[src/sv/fali_pkg.sv]
// shared types, constants and helpers of the five-axis line interpolator
`default_nettype none

package fali_pkg;

	localparam int COORD_BITS = 16;
	localparam int NUM_AXES   = 5;
	localparam int DELTA_BITS = COORD_BITS + 1;
	localparam int ERR_BITS   = COORD_BITS + 3;

	// stream widths, fields packed from bit 0 and padded to whole bytes
	localparam int IN_FIELD_BITS  = 2 * NUM_AXES * COORD_BITS;
	localparam int IN_DATA_BITS   = ((IN_FIELD_BITS + 7) / 8) * 8;
	localparam int OUT_FIELD_BITS = 2 * NUM_AXES + NUM_AXES * COORD_BITS;
	localparam int OUT_DATA_BITS  = ((OUT_FIELD_BITS + 7) / 8) * 8;

	// axis indexes, also the bit order of the masks
	localparam logic [2:0] AX_X = 3'd0;
	localparam logic [2:0] AX_Y = 3'd1;
	localparam logic [2:0] AX_Z = 3'd2;
	localparam logic [2:0] AX_A = 3'd3;
	localparam logic [2:0] AX_C = 3'd4;

	// request kinds carried on the input tuser bit
	localparam logic CMD_LOAD = 1'b0;
	localparam logic CMD_TICK = 1'b1;

	typedef logic signed [COORD_BITS-1:0] coord_t;
	typedef logic [DELTA_BITS-1:0]        delta_t;
	typedef logic signed [ERR_BITS-1:0]   err_t;
	typedef logic [NUM_AXES-1:0]          axis_mask_t;
	typedef logic [2:0]                   axis_idx_t;

	typedef enum logic [1:0] {
		PH_IDLE = 2'd0,
		PH_XYZ  = 2'd1,
		PH_AC   = 2'd2
	} phase_t;

	typedef struct packed {
		coord_t [NUM_AXES-1:0] pos;
		delta_t [NUM_AXES-1:0] delta;
		axis_mask_t            dir;
		logic [1:0]            xyz_drv;
		logic                  ac_drv;
		delta_t                remain;
		err_t                  err_first;
		err_t                  err_second;
		err_t                  err_rotary;
		phase_t                phase;
	} interp_state_t;

	typedef struct packed {
		axis_mask_t            step_mask;
		axis_mask_t            dir_mask;
		coord_t [NUM_AXES-1:0] pos;
		logic                  last;
	} step_result_t;

	// one unit step with wraparound at the coordinate width
	function automatic coord_t step_coord(coord_t p, logic up);
		return up ? coord_t'(p + coord_t'(1)) : coord_t'(p - coord_t'(1));
	endfunction

	function automatic err_t twice(delta_t d);
		return $signed({1'b0, d, 1'b0});
	endfunction

	function automatic err_t widen(delta_t d);
		return $signed({2'b00, d});
	endfunction

endpackage

`default_nettype wire

[src/sv/five_axis_line_interpolator_core.sv]
// top level of the five-axis line interpolator
`default_nettype none

// Five-axis line interpolator. A load request (tuser = 0) sets up a move from
// the start point to the end point and gives no result; each tick request
// (tuser = 1) makes one Bresenham step and gives one result with the stepped
// axes, the move directions and the new position. All x/y/z steps come first
// with a and c held, then the a/c steps; tlast marks the final step of the
// move. Ticks while idle are dropped, and a load aborts a running move.
// The block takes one request per clock while the output register has room for
// its result: a request sits in the input register, is resolved in a single pass
// of add and compare logic against the move state, and lands in the output
// register. The throughput limit is the state update loop (position, error
// terms, step count), which closes through the move state register.
// A full output register only holds back tick requests that would produce a
// result; loads and idle ticks still pass.

module five_axis_line_interpolator_core import fali_pkg::*; (
	input  wire                      clk,
	input  wire                      arst_n,
	// request side
	input  wire                      s_axis_tvalid,
	output logic                     s_axis_tready,
	// start_x, start_y, start_z, start_a, start_c, end_x, end_y, end_z, end_a, end_c
	input  wire  [IN_DATA_BITS-1:0]  s_axis_tdata,
	// cmd
	input  wire  [0:0]               s_axis_tuser,
	// result side
	output logic                     m_axis_tvalid,
	input  wire                      m_axis_tready,
	// step_mask, dir_mask, pos_x_out, pos_y_out, pos_z_out, pos_a_out, pos_c_out
	output logic [OUT_DATA_BITS-1:0] m_axis_tdata,
	output logic                     m_axis_tlast
);

	// input register
	logic                     req_valid_s1;
	logic                     cmd_s1;
	logic [IN_DATA_BITS-1:0]  data_s1;

	// move state and output register
	interp_state_t            state_q;
	step_result_t             res_q;
	logic                     out_valid_q;

	// step stage
	coord_t                   start_pt [NUM_AXES];
	coord_t                   end_pt   [NUM_AXES];
	interp_state_t            state_nxt;
	step_result_t             res_nxt;
	logic                     produce;
	logic                     out_free;
	logic                     advance;

	always_comb begin
		for (int k = 0; k < NUM_AXES; k++) begin
			start_pt[k] = data_s1[k*COORD_BITS +: COORD_BITS];
			end_pt[k]   = data_s1[(NUM_AXES+k)*COORD_BITS +: COORD_BITS];
		end
	end

	fali_step u_step (
		.cur      (state_q),
		.cmd      (cmd_s1),
		.start_pt (start_pt),
		.end_pt   (end_pt),
		.nxt      (state_nxt),
		.res      (res_nxt),
		.produce  (produce)
	);

	// a request resolves now unless its result has nowhere to go
	assign out_free      = !out_valid_q || m_axis_tready;
	assign advance       = req_valid_s1 && (out_free || !produce);
	assign s_axis_tready = !req_valid_s1 || advance;

	always_ff @(posedge clk or negedge arst_n) begin
		if (!arst_n) begin
			req_valid_s1 <= 1'b0;
			out_valid_q  <= 1'b0;
			state_q      <= '0;
		end else begin
			if (s_axis_tready) begin
				req_valid_s1 <= s_axis_tvalid;
			end
			if (advance) begin
				state_q <= state_nxt;
			end
			if (out_free) begin
				out_valid_q <= advance && produce;
			end
		end
	end

	// payload registers
	always_ff @(posedge clk) begin
		if (s_axis_tvalid && s_axis_tready) begin
			cmd_s1  <= s_axis_tuser[0];
			data_s1 <= s_axis_tdata;
		end
		if (advance && produce) begin
			res_q <= res_nxt;
		end
	end

	// pack the result, zero padding above the fields
	always_comb begin
		m_axis_tdata = '0;
		m_axis_tdata[NUM_AXES-1:0]          = res_q.step_mask;
		m_axis_tdata[2*NUM_AXES-1:NUM_AXES] = res_q.dir_mask;
		for (int k = 0; k < NUM_AXES; k++) begin
			m_axis_tdata[2*NUM_AXES + k*COORD_BITS +: COORD_BITS] = res_q.pos[k];
		end
	end

	assign m_axis_tvalid = out_valid_q;
	assign m_axis_tlast  = res_q.last;

endmodule

`default_nettype wire

[src/sv/fali_step.sv]
// next-state and result logic for one load or tick request
`default_nettype none

module fali_step import fali_pkg::*; (
	input  interp_state_t cur,
	input  logic          cmd,
	input  coord_t        start_pt [NUM_AXES],
	input  coord_t        end_pt   [NUM_AXES],
	output interp_state_t nxt,
	output step_result_t  res,
	output logic          produce
);

	delta_t     ld_delta [NUM_AXES];
	axis_mask_t ld_dir;
	logic [1:0] ld_xyz;
	logic       ld_ac;
	axis_idx_t  ld_drv_i, ld_s1_i, ld_s2_i, ld_ac_i, ld_oth_i;
	delta_t     ld_xyz_d, ld_ac_d;

	axis_idx_t  drv_i, s1_i, s2_i, ac_i, oth_i;
	logic       remain_le1;
	logic       ac_nonzero;

	// per-axis delta and direction of a load
	always_comb begin
		logic signed [COORD_BITS:0] diff;
		for (int k = 0; k < NUM_AXES; k++) begin
			diff = (COORD_BITS+1)'(end_pt[k]) - (COORD_BITS+1)'(start_pt[k]);
			ld_delta[k] = diff[COORD_BITS] ? delta_t'(-diff) : delta_t'(diff);
			ld_dir[k]   = !diff[COORD_BITS] && (diff != '0);
		end
	end

	// driver choice, ties favor the lower axis
	always_comb begin
		if (ld_delta[0] >= ld_delta[1] && ld_delta[0] >= ld_delta[2]) begin
			ld_xyz = 2'd0;
		end else if (ld_delta[1] >= ld_delta[2]) begin
			ld_xyz = 2'd1;
		end else begin
			ld_xyz = 2'd2;
		end
		ld_ac    = !(ld_delta[3] >= ld_delta[4]);
		ld_drv_i = {1'b0, ld_xyz};
		ld_s1_i  = (ld_xyz == 2'd0) ? AX_Y : AX_X;
		ld_s2_i  = (ld_xyz == 2'd2) ? AX_Y : AX_Z;
		ld_ac_i  = ld_ac ? AX_C : AX_A;
		ld_oth_i = ld_ac ? AX_A : AX_C;
		ld_xyz_d = ld_delta[ld_drv_i];
		ld_ac_d  = ld_delta[ld_ac_i];
	end

	// axis roles of the running move
	always_comb begin
		drv_i      = {1'b0, cur.xyz_drv};
		s1_i       = (cur.xyz_drv == 2'd0) ? AX_Y : AX_X;
		s2_i       = (cur.xyz_drv == 2'd2) ? AX_Y : AX_Z;
		ac_i       = cur.ac_drv ? AX_C : AX_A;
		oth_i      = cur.ac_drv ? AX_A : AX_C;
		remain_le1 = (cur.remain <= delta_t'(1));
		ac_nonzero = (cur.delta[ac_i] != '0);
	end

	// phase sequencing, datapath and result
	always_comb begin
		axis_mask_t mask;
		logic       fin;
		nxt.phase      = cur.phase;
		nxt.pos        = cur.pos;
		nxt.delta      = cur.delta;
		nxt.dir        = cur.dir;
		nxt.xyz_drv    = cur.xyz_drv;
		nxt.ac_drv     = cur.ac_drv;
		nxt.remain     = cur.remain;
		nxt.err_first  = cur.err_first;
		nxt.err_second = cur.err_second;
		nxt.err_rotary = cur.err_rotary;
		mask           = '0;
		fin            = 1'b0;
		produce        = 1'b0;
		if (cmd == CMD_LOAD) begin
			for (int k = 0; k < NUM_AXES; k++) begin
				nxt.pos[k]   = start_pt[k];
				nxt.delta[k] = ld_delta[k];
			end
			nxt.dir        = ld_dir;
			nxt.xyz_drv    = ld_xyz;
			nxt.ac_drv     = ld_ac;
			nxt.err_first  = twice(ld_delta[ld_s1_i]) - widen(ld_xyz_d);
			nxt.err_second = twice(ld_delta[ld_s2_i]) - widen(ld_xyz_d);
			nxt.err_rotary = twice(ld_delta[ld_oth_i]) - widen(ld_ac_d);
			nxt.remain     = (ld_xyz_d != '0) ? ld_xyz_d : ld_ac_d;
			if (ld_xyz_d != '0) begin
				nxt.phase = PH_XYZ;
			end else if (ld_ac_d != '0) begin
				nxt.phase = PH_AC;
			end else begin
				nxt.phase = PH_IDLE;
			end
		end else begin
			case (cur.phase)
				PH_XYZ: begin
					produce            = 1'b1;
					nxt.pos[drv_i]     = step_coord(cur.pos[drv_i], cur.dir[drv_i]);
					mask[drv_i]        = 1'b1;
					nxt.err_first      = cur.err_first + twice(cur.delta[s1_i]);
					nxt.err_second     = cur.err_second + twice(cur.delta[s2_i]);
					if (!cur.err_first[ERR_BITS-1]) begin
						nxt.pos[s1_i] = step_coord(cur.pos[s1_i], cur.dir[s1_i]);
						mask[s1_i]    = 1'b1;
						nxt.err_first = cur.err_first + twice(cur.delta[s1_i])
							- twice(cur.delta[drv_i]);
					end
					if (!cur.err_second[ERR_BITS-1]) begin
						nxt.pos[s2_i]  = step_coord(cur.pos[s2_i], cur.dir[s2_i]);
						mask[s2_i]     = 1'b1;
						nxt.err_second = cur.err_second + twice(cur.delta[s2_i])
							- twice(cur.delta[drv_i]);
					end
					if (remain_le1) begin
						nxt.remain = cur.delta[ac_i];
						nxt.phase  = ac_nonzero ? PH_AC : PH_IDLE;
						fin        = !ac_nonzero;
					end else begin
						nxt.remain = cur.remain - delta_t'(1);
					end
				end
				PH_AC: begin
					produce        = 1'b1;
					nxt.pos[ac_i]  = step_coord(cur.pos[ac_i], cur.dir[ac_i]);
					mask[ac_i]     = 1'b1;
					nxt.err_rotary = cur.err_rotary + twice(cur.delta[oth_i]);
					if (!cur.err_rotary[ERR_BITS-1]) begin
						nxt.pos[oth_i] = step_coord(cur.pos[oth_i], cur.dir[oth_i]);
						mask[oth_i]    = 1'b1;
						nxt.err_rotary = cur.err_rotary + twice(cur.delta[oth_i])
							- twice(cur.delta[ac_i]);
					end
					if (remain_le1) begin
						nxt.remain = '0;
						nxt.phase  = PH_IDLE;
						fin        = 1'b1;
					end else begin
						nxt.remain = cur.remain - delta_t'(1);
					end
				end
				default: produce = 1'b0;
			endcase
		end
		res.step_mask = mask;
		res.dir_mask  = cur.dir;
		res.pos       = nxt.pos;
		res.last      = fin;
	end

endmodule

`default_nettype wire

[config.mk]
export PLATFORM = sky130hd
export DESIGN_NAME = five_axis_line_interpolator_core
export DESIGN_NICKNAME = d
export VERILOG_FILES = /design/src/sv/fali_pkg.sv /design/src/sv/five_axis_line_interpolator_core.sv /design/src/sv/fali_step.sv
export SDC_FILE = /design/constraint.sdc
export NUM_CORES = 2
export LEC_CHECK = 0
export BUFFER_PORTS_ARGS = -buffer_cell sky130_fd_sc_hd__buf_4
export CAP_MARGIN = 20
export CORE_MARGIN = 4
export CORE_UTILIZATION = 40
export DETAILED_ROUTE_END_ITERATION = 7
export HOLD_SLACK_MARGIN = 0.15
export PLACE_DENSITY = 0.67
export RECOVER_POWER = 100
export REMOVE_ABC_BUFFERS = 1
export SLEW_MARGIN = 25
export SYNTH_ARGS = -nofsm -noshare
export SYNTH_HDL_FRONTEND = slang
export SYNTH_SLANG_ARGS = --single-unit
[constraint.sdc]
create_clock -name clk -period 13.4 [get_ports clk]
set_clock_uncertainty 0.2 [all_clocks]
set_input_delay 2.68 -clock clk [delete_from_list [all_inputs] [get_ports clk]]
set_output_delay 2.68 -clock clk [all_outputs]
set_load 0.01 [all_outputs]
* Yosys cells after proc, flatten, opt, wreduce, memory -nomap -nowiden *
Index checks and enable logic that the tools add are counted.

word-level totals
  register bits after elaboration = 503
  input port bits = 165
  output and inout port bits = 99
  logic and storage cells = 265

cells by class
  $add $sub $neg = 30
  $lt $le $gt $ge = 20
  equal/unequal tests = 9
  muxes and demuxes = 124
  bitwise gates (word level) = 9
  reductions and logical operators = 43

operators with widths
  operator                                                              count
  80-bit 2-to-1 mux                                                     6
  17-bit binary-select mux with 3-bit select                            9
  80-bit bitwise mux                                                    5
  17-bit 2-to-1 mux                                                     23
  16-bit 2-to-1 mux                                                     15
  16-bit binary-select mux with 3-bit select                            4
  16-bit demux with 3-bit select                                        4
  80-bit case mux with 2 select lines                                   1
  17-bit nonzero test                                                   8
  17-bit negation                                                       5
  16-bit by 16-bit subtractor with 17-bit output                        5
  16-bit by 2-bit adder with 16-bit output, second input constant       5
  16-bit by 2-bit subtractor with 16-bit output, second input constant  5
  19-bit 2-to-1 mux                                                     4
  76-bit 2-to-1 mux                                                     1
  17-bit >= comparator                                                  4
  19-bit adder                                                          3
  18-bit by 17-bit subtractor with 19-bit output                        3
  19-bit subtractor                                                     3
  38-bit 2-to-1 mux                                                     1
  17-bit binary-select mux with 2-bit select                            1
  17-bit case mux with 2 select lines                                   1
  16-bit binary-select mux with 2-bit select                            1
  16-bit demux with 2-bit select                                        1
  other kinds (35)                                                      117

* Longest topological paths before layout *
  depth in word-level cells = 14
  mapped depth = 49
  gate-level depth less buffers = 45

* Hierarchy *
Synthesis repeated with hierarchy kept, for this count alone.

second synthesis, totals
  cells, all modules = 5818
  area total of the unflattened synthesis = 49374.9 µm²

by module, submodules not included
  module                            times used  cells an instance  area each (µm²)  seq. area each (µm²)
  fali_step                         1           4136               27487.6          0.0
  five_axis_line_interpolator_core  1           1682               21887.2          13848.3

* Worst setup path before layout *
No wires, ideal clock.

  kind = register to register
  start point = register data_s1[32]
  end point = register state_q[39] in the netlist's numbering
  library setup time = 0.135 ns
  arrival time = 8.642 ns
  required time = 13.065 ns
  path slack = 4.423 ns
  stages on the path, launching flop included = 47
  path buffers = 4
  clock period less this slack = 8.977 ns
  cells stage by stage = edfxtp_1 > ha_1 > fa_1 > nor2b_1 > o211ai_1 > a311oi_1 > o211ai_1 > o31ai_1 > nand4_1 > or4_1 > o21ai_0 > xor2_1 > ha_1 > nand4_1 > o31ai_1 > a41oi_1 > o21ai_0 > a21oi_1 > [... 11 more ...] > inv_1 > fa_1 > nor2b_1 > o21ai_0 > a21boi_0 > o21ai_0 > a21boi_0 > o21ai_0 > a21boi_0 > o21ai_0 > a21boi_0 > o21ai_0 > a21oi_1 > o211ai_1 > a31oi_1 > nor2_1 > a32oi_1 > o31ai_1

between the ends
  cells in the longest elaborated chain, start to end = 14
  elaborated cells on any way between the ends = 20
  those cells by class = add/sub: 3; order compare: 2; eq/ne: 1; mux: 11; bitwise: 2; reduce/logical: 1

ends and longest elaborated chain
  element                                                line                                    RTL
  start, declared                                        five_axis_line_interpolator_core.sv:39  logic [IN_DATA_BITS-1:0] data_s1;
  start signal, assigned                                 five_axis_line_interpolator_core.sv:99  data_s1 <= s_axis_tdata;
  16-bit by 16-bit subtractor with 17-bit output *       fali_step.sv:29                         diff = (COORD_BITS+1)'(end_pt[k]) - (COORD_BITS+1)'(start_pt[k]);
  17-bit negation                                        fali_step.sv:30                         ld_delta[k] = diff[COORD_BITS] ? delta_t'(-diff) : delta_t'(diff);
  17-bit 2-to-1 mux *                                    fali_step.sv:30
  17-bit >= comparator, on equally long branches         fali_step.sv:39, fali_step.sv:37
  2-bit 2-to-1 mux or 1-bit logical AND (tied branches)  fali_step.sv:39, fali_step.sv:37
  2-bit 2-to-1 mux                                       fali_step.sv:37                         if (ld_delta[0] >= ld_delta[1] && ld_delta[0] >= ld_delta[2]) begin
  2-bit == test                                          fali_step.sv:47                         ld_s2_i = (ld_xyz == 2'd2) ? AX_Y : AX_Z;
  2-bit 2-to-1 mux                                       fali_step.sv:47
  3-bit NOT with 4-bit output (implied by the code)      fali_step.sv:91                         nxt.err_second = twice(ld_delta[ld_s2_i]) - widen(ld_xyz_d);
  17-bit binary-select mux with 3-bit select             fali_step.sv:91
  17-bit 2-to-1 mux (implied by the code) (2 in series)  fali_step.sv:91
  18-bit by 17-bit subtractor with 19-bit output *       fali_step.sv:91
  76-bit 2-to-1 mux *                                    fali_step.sv:82                         if (cmd == CMD_LOAD) begin
  end signal, assigned                                   five_axis_line_interpolator_core.sv:87  state_q <= state_nxt;
  end, declared                                          five_axis_line_interpolator_core.sv:42  interp_state_t state_q;

Mark *: on every way between the ends. The rest lies on a longest branch, timed or not. The select of a mux whose other input is x is not followed.
A chain may end at the register's enable or synchronous reset.

==> results.md <==
- Hold Vio Cnt, Final: 0
- Root Buffer: clkbuf_16
- Largest net degree at the start of global routing: 106
- CP endpoint kind: flip-flop
- Failing checks: max-capacitance violations, max-slew violations
- Status: complete, but fails checks
- GRT Util Overall: 0.263
- Syn Inst Count: 4,952
- Setup bufs post-CTS: 0
- CP Data Arrival Time: 11,330 ps
- Worst path max stage delay: 570 ps
- Post-layout net count: 5,655
- Ys async rst share: 0.496
- Iter 0 DRT Violations: 4,247
- WL/cell: 23.0 µm
- Worst EP required: 13,690 ps
- Core ar.: 104,000 µm²
- Hold Crit Class: flip-flop to flip-flop
- DR vias: 38.8k
- Final period util: 0.824
- Post-synthesis cell area: 42,000 µm²
- IO Port Bufs: 257
- Antenna violations before repair: 5
- CP Class: flip-flop to flip-flop
- Unique masters post-synth: 92
- CTS H-tree depth: 2
- Finished Layout Cells: 6,532
- Post-cts sizing count: 0
- Tmin final: 11,040 ps
- ANT nets after route: 0
- RSZ-0062 raised after global routing: no
- IO Count: 264
- Final Max Tran Viols: 1,236
- Final worst setup slack: 2360 ps
- Worst-Skew Late Latency: 650 ps
- Place WS: 2990 ps
- Maxcap violations: 25
- Hold Worst Slack: 286 ps
- Vias in the first global route: 36.5k
- Post-Syn Area per Cell: 8.48 µm²
- TritonCTS clock tree: yes
- Worst-margin pin slew: 5240 ps
- Post-synth EDFFs: 252
- Yosys warnings: 0
- Routed vias/inst: 5.94
- Worst-path maximum fanout: 53
- DPL Wire Length: 115 mm
- CP dominant cell by count: o21ai_0
- Die X: 332 µm
- Drt drc: 0
- Startpoint types: flip-flop
- Router iterations before antenna repair: 7
- Std cell rows: 118
- Hold_buf cts: 0
- Setup TNS: 0 ps
- Total CTS buffers: 57
- Relative slew slack: -2.50
- Initial core utilization: 0.404
- Yosys reg bits: 500
- Worst-case clock buffer depth: 3
- Main flop type after synthesis: edfxtp_1
- Placed cell count: 6,421
- Routed WL: 151 mm
- Final setup fails: 0
- Slowest CP cell: buf_4
- F_max: 90.6 MHz
- Synth-to-layout area growth: 10.7%
- Clock Sink Count: 500
- Global-route wire length before repair: 226 mm
- Die Area: 110,000 µm²
- Total gr overflow: 0
- Reg clk slew, reported paths: 60 ps
- Sequential fraction of the synthesis area: 0.328
- Layout cells sized above 1: 0.0798
- Chip height: 332 µm
- Placer congestion estimate: 0.977
-- area by class of cell --
| cell class | instances | area (µm²) |
|---|---|---|
| antenna | 4 | 10.0 |
| sequential | 500 | 13800 |
| fill | 10200 | 57300 |
| clock buffer | 77 | 1590 |
| clock inverter | 30 | 322 |
| multi-input combinational | 3864 | 26000 |
| timing repair buffer | 311 | 1690 |
| tap | 1380 | 1730 |
| inverter | 366 | 1380 |
-- path summary, 6_finish.rpt --
check                       startpoint     endpoint  slack [ps]  cells past startpoint
min in group asynchronous       arst_n   state_q[6]        3740                      1
hold / removal             state_q[52]  state_q[52]         290                      2
max in group asynchronous       arst_n  state_q[78]        3770                      2
hold reg to reg            state_q[52]  state_q[52]         290                      2
setup / recovery            data_s1[0]  state_q[39]        2360                     42
setup reg to reg            data_s1[0]  state_q[39]        2360                     42
-- layer usage --
layer	GRT usage	up-vias	wire, µm
met4	0.111	2	8200
met5	0	-	13
met3	0.0414	316	12500
met1	0.363	18600	64700
li1	-	18100	-
met2	0.409	1767	65100
-- cell usage in the layout (no fill, tap or decap), drive strengths merged, types with 20 or more instances in the layout --
cell type	instances
a221oi	37
buf	34
clkbuf	354
a211oi	56
o21a	31
o21bai	47
xnor2	164
nor2b	35
mux4	34
a31oi	51
o211ai	31
a21o	65
o31ai	35
and2	22
nand2b	37
a22oi	26
dfrtp	248
nor2	379
ha	371
nor4	20
nand4	27
nand2	751
o21ai	404
xor2	96
inv	367
or2	20
or3	35
a21oi	393
mux2	97
and3	28
mux2i	81
edfxtp	252
a21boi	65
nand3	74
nor3	77
-- sequential cells by signal, indices dropped and copies added (netlist names) --
name	flops
cmd_s1	1
m_axis_tlast	1
m_axis_tdata	90
data_s1	160
m_axis_tvalid	1
state_q	246
req_valid_s1	1
-- critical path: cells and delay by family (launching register included) --
family,cells,cell delay [ps]
flip-flops,1,400
adder cells (fa/ha/maj),4,1370
AO/OA/AOI/OAI,22,4710
AND/OR/NAND/NOR,11,2840
XOR/XNOR,2,530
buffers and inverters,3,810
-- cell families after synthesis --
| group | Yosys count | share of synthesized area |
|---|---|---|
| compound gates | 1420 | 0.213 |
| other cells | 1 | 0.0000894 |
| xor+xnor | 261 | 0.0548 |
| mux | 212 | 0.0636 |
| fa+ha+maj | 392 | 0.120 |
| buf+inv | 593 | 0.0539 |
| flops | 500 | 0.328 |
| simple gates | 1573 | 0.167 |
-- Yosys cell counts, types with 31 or more instances --
library cell	count	area share
o211ai_1	31	0.0055
mux4_2	34	0.018
nor3_1	77	0.0092
mux2i_1	81	0.019
or3_1	35	0.0052
a21oi_1	393	0.047
buf_1	33	0.0030
ha_1	371	0.11
a21o_1	65	0.012
mux2_2	97	0.026
xor2_1	96	0.020
nand2_1	751	0.067
edfxtp_1	252	0.18
clkbuf_1	184	0.016
nand2b_1	37	0.0055
inv_1	363	0.032
o21bai_1	47	0.0084
o21ai_0	392	0.047
dfrtp_1	248	0.15
a221oi_1	36	0.0075
nand3_1	73	0.0087
nor2b_1	35	0.0052
a31oi_1	51	0.0076
o31ai_1	35	0.0063
a211oi_1	56	0.010
o21a_1	31	0.0055
nor2_1	379	0.034
xnor2_1	164	0.034
a21boi_0	60	0.011
-- through the flow --
step	area (µm²)	utilization
floorplan	41100	-
global placement	45300	0.436
detailed placement	45300	0.436
CTS	47200	0.455
global route	46500	0.448
finish	46500	0.448
Power is not shown: default switching activity piles up to over one toggle a cycle in this logic, so the estimate is an artifact.
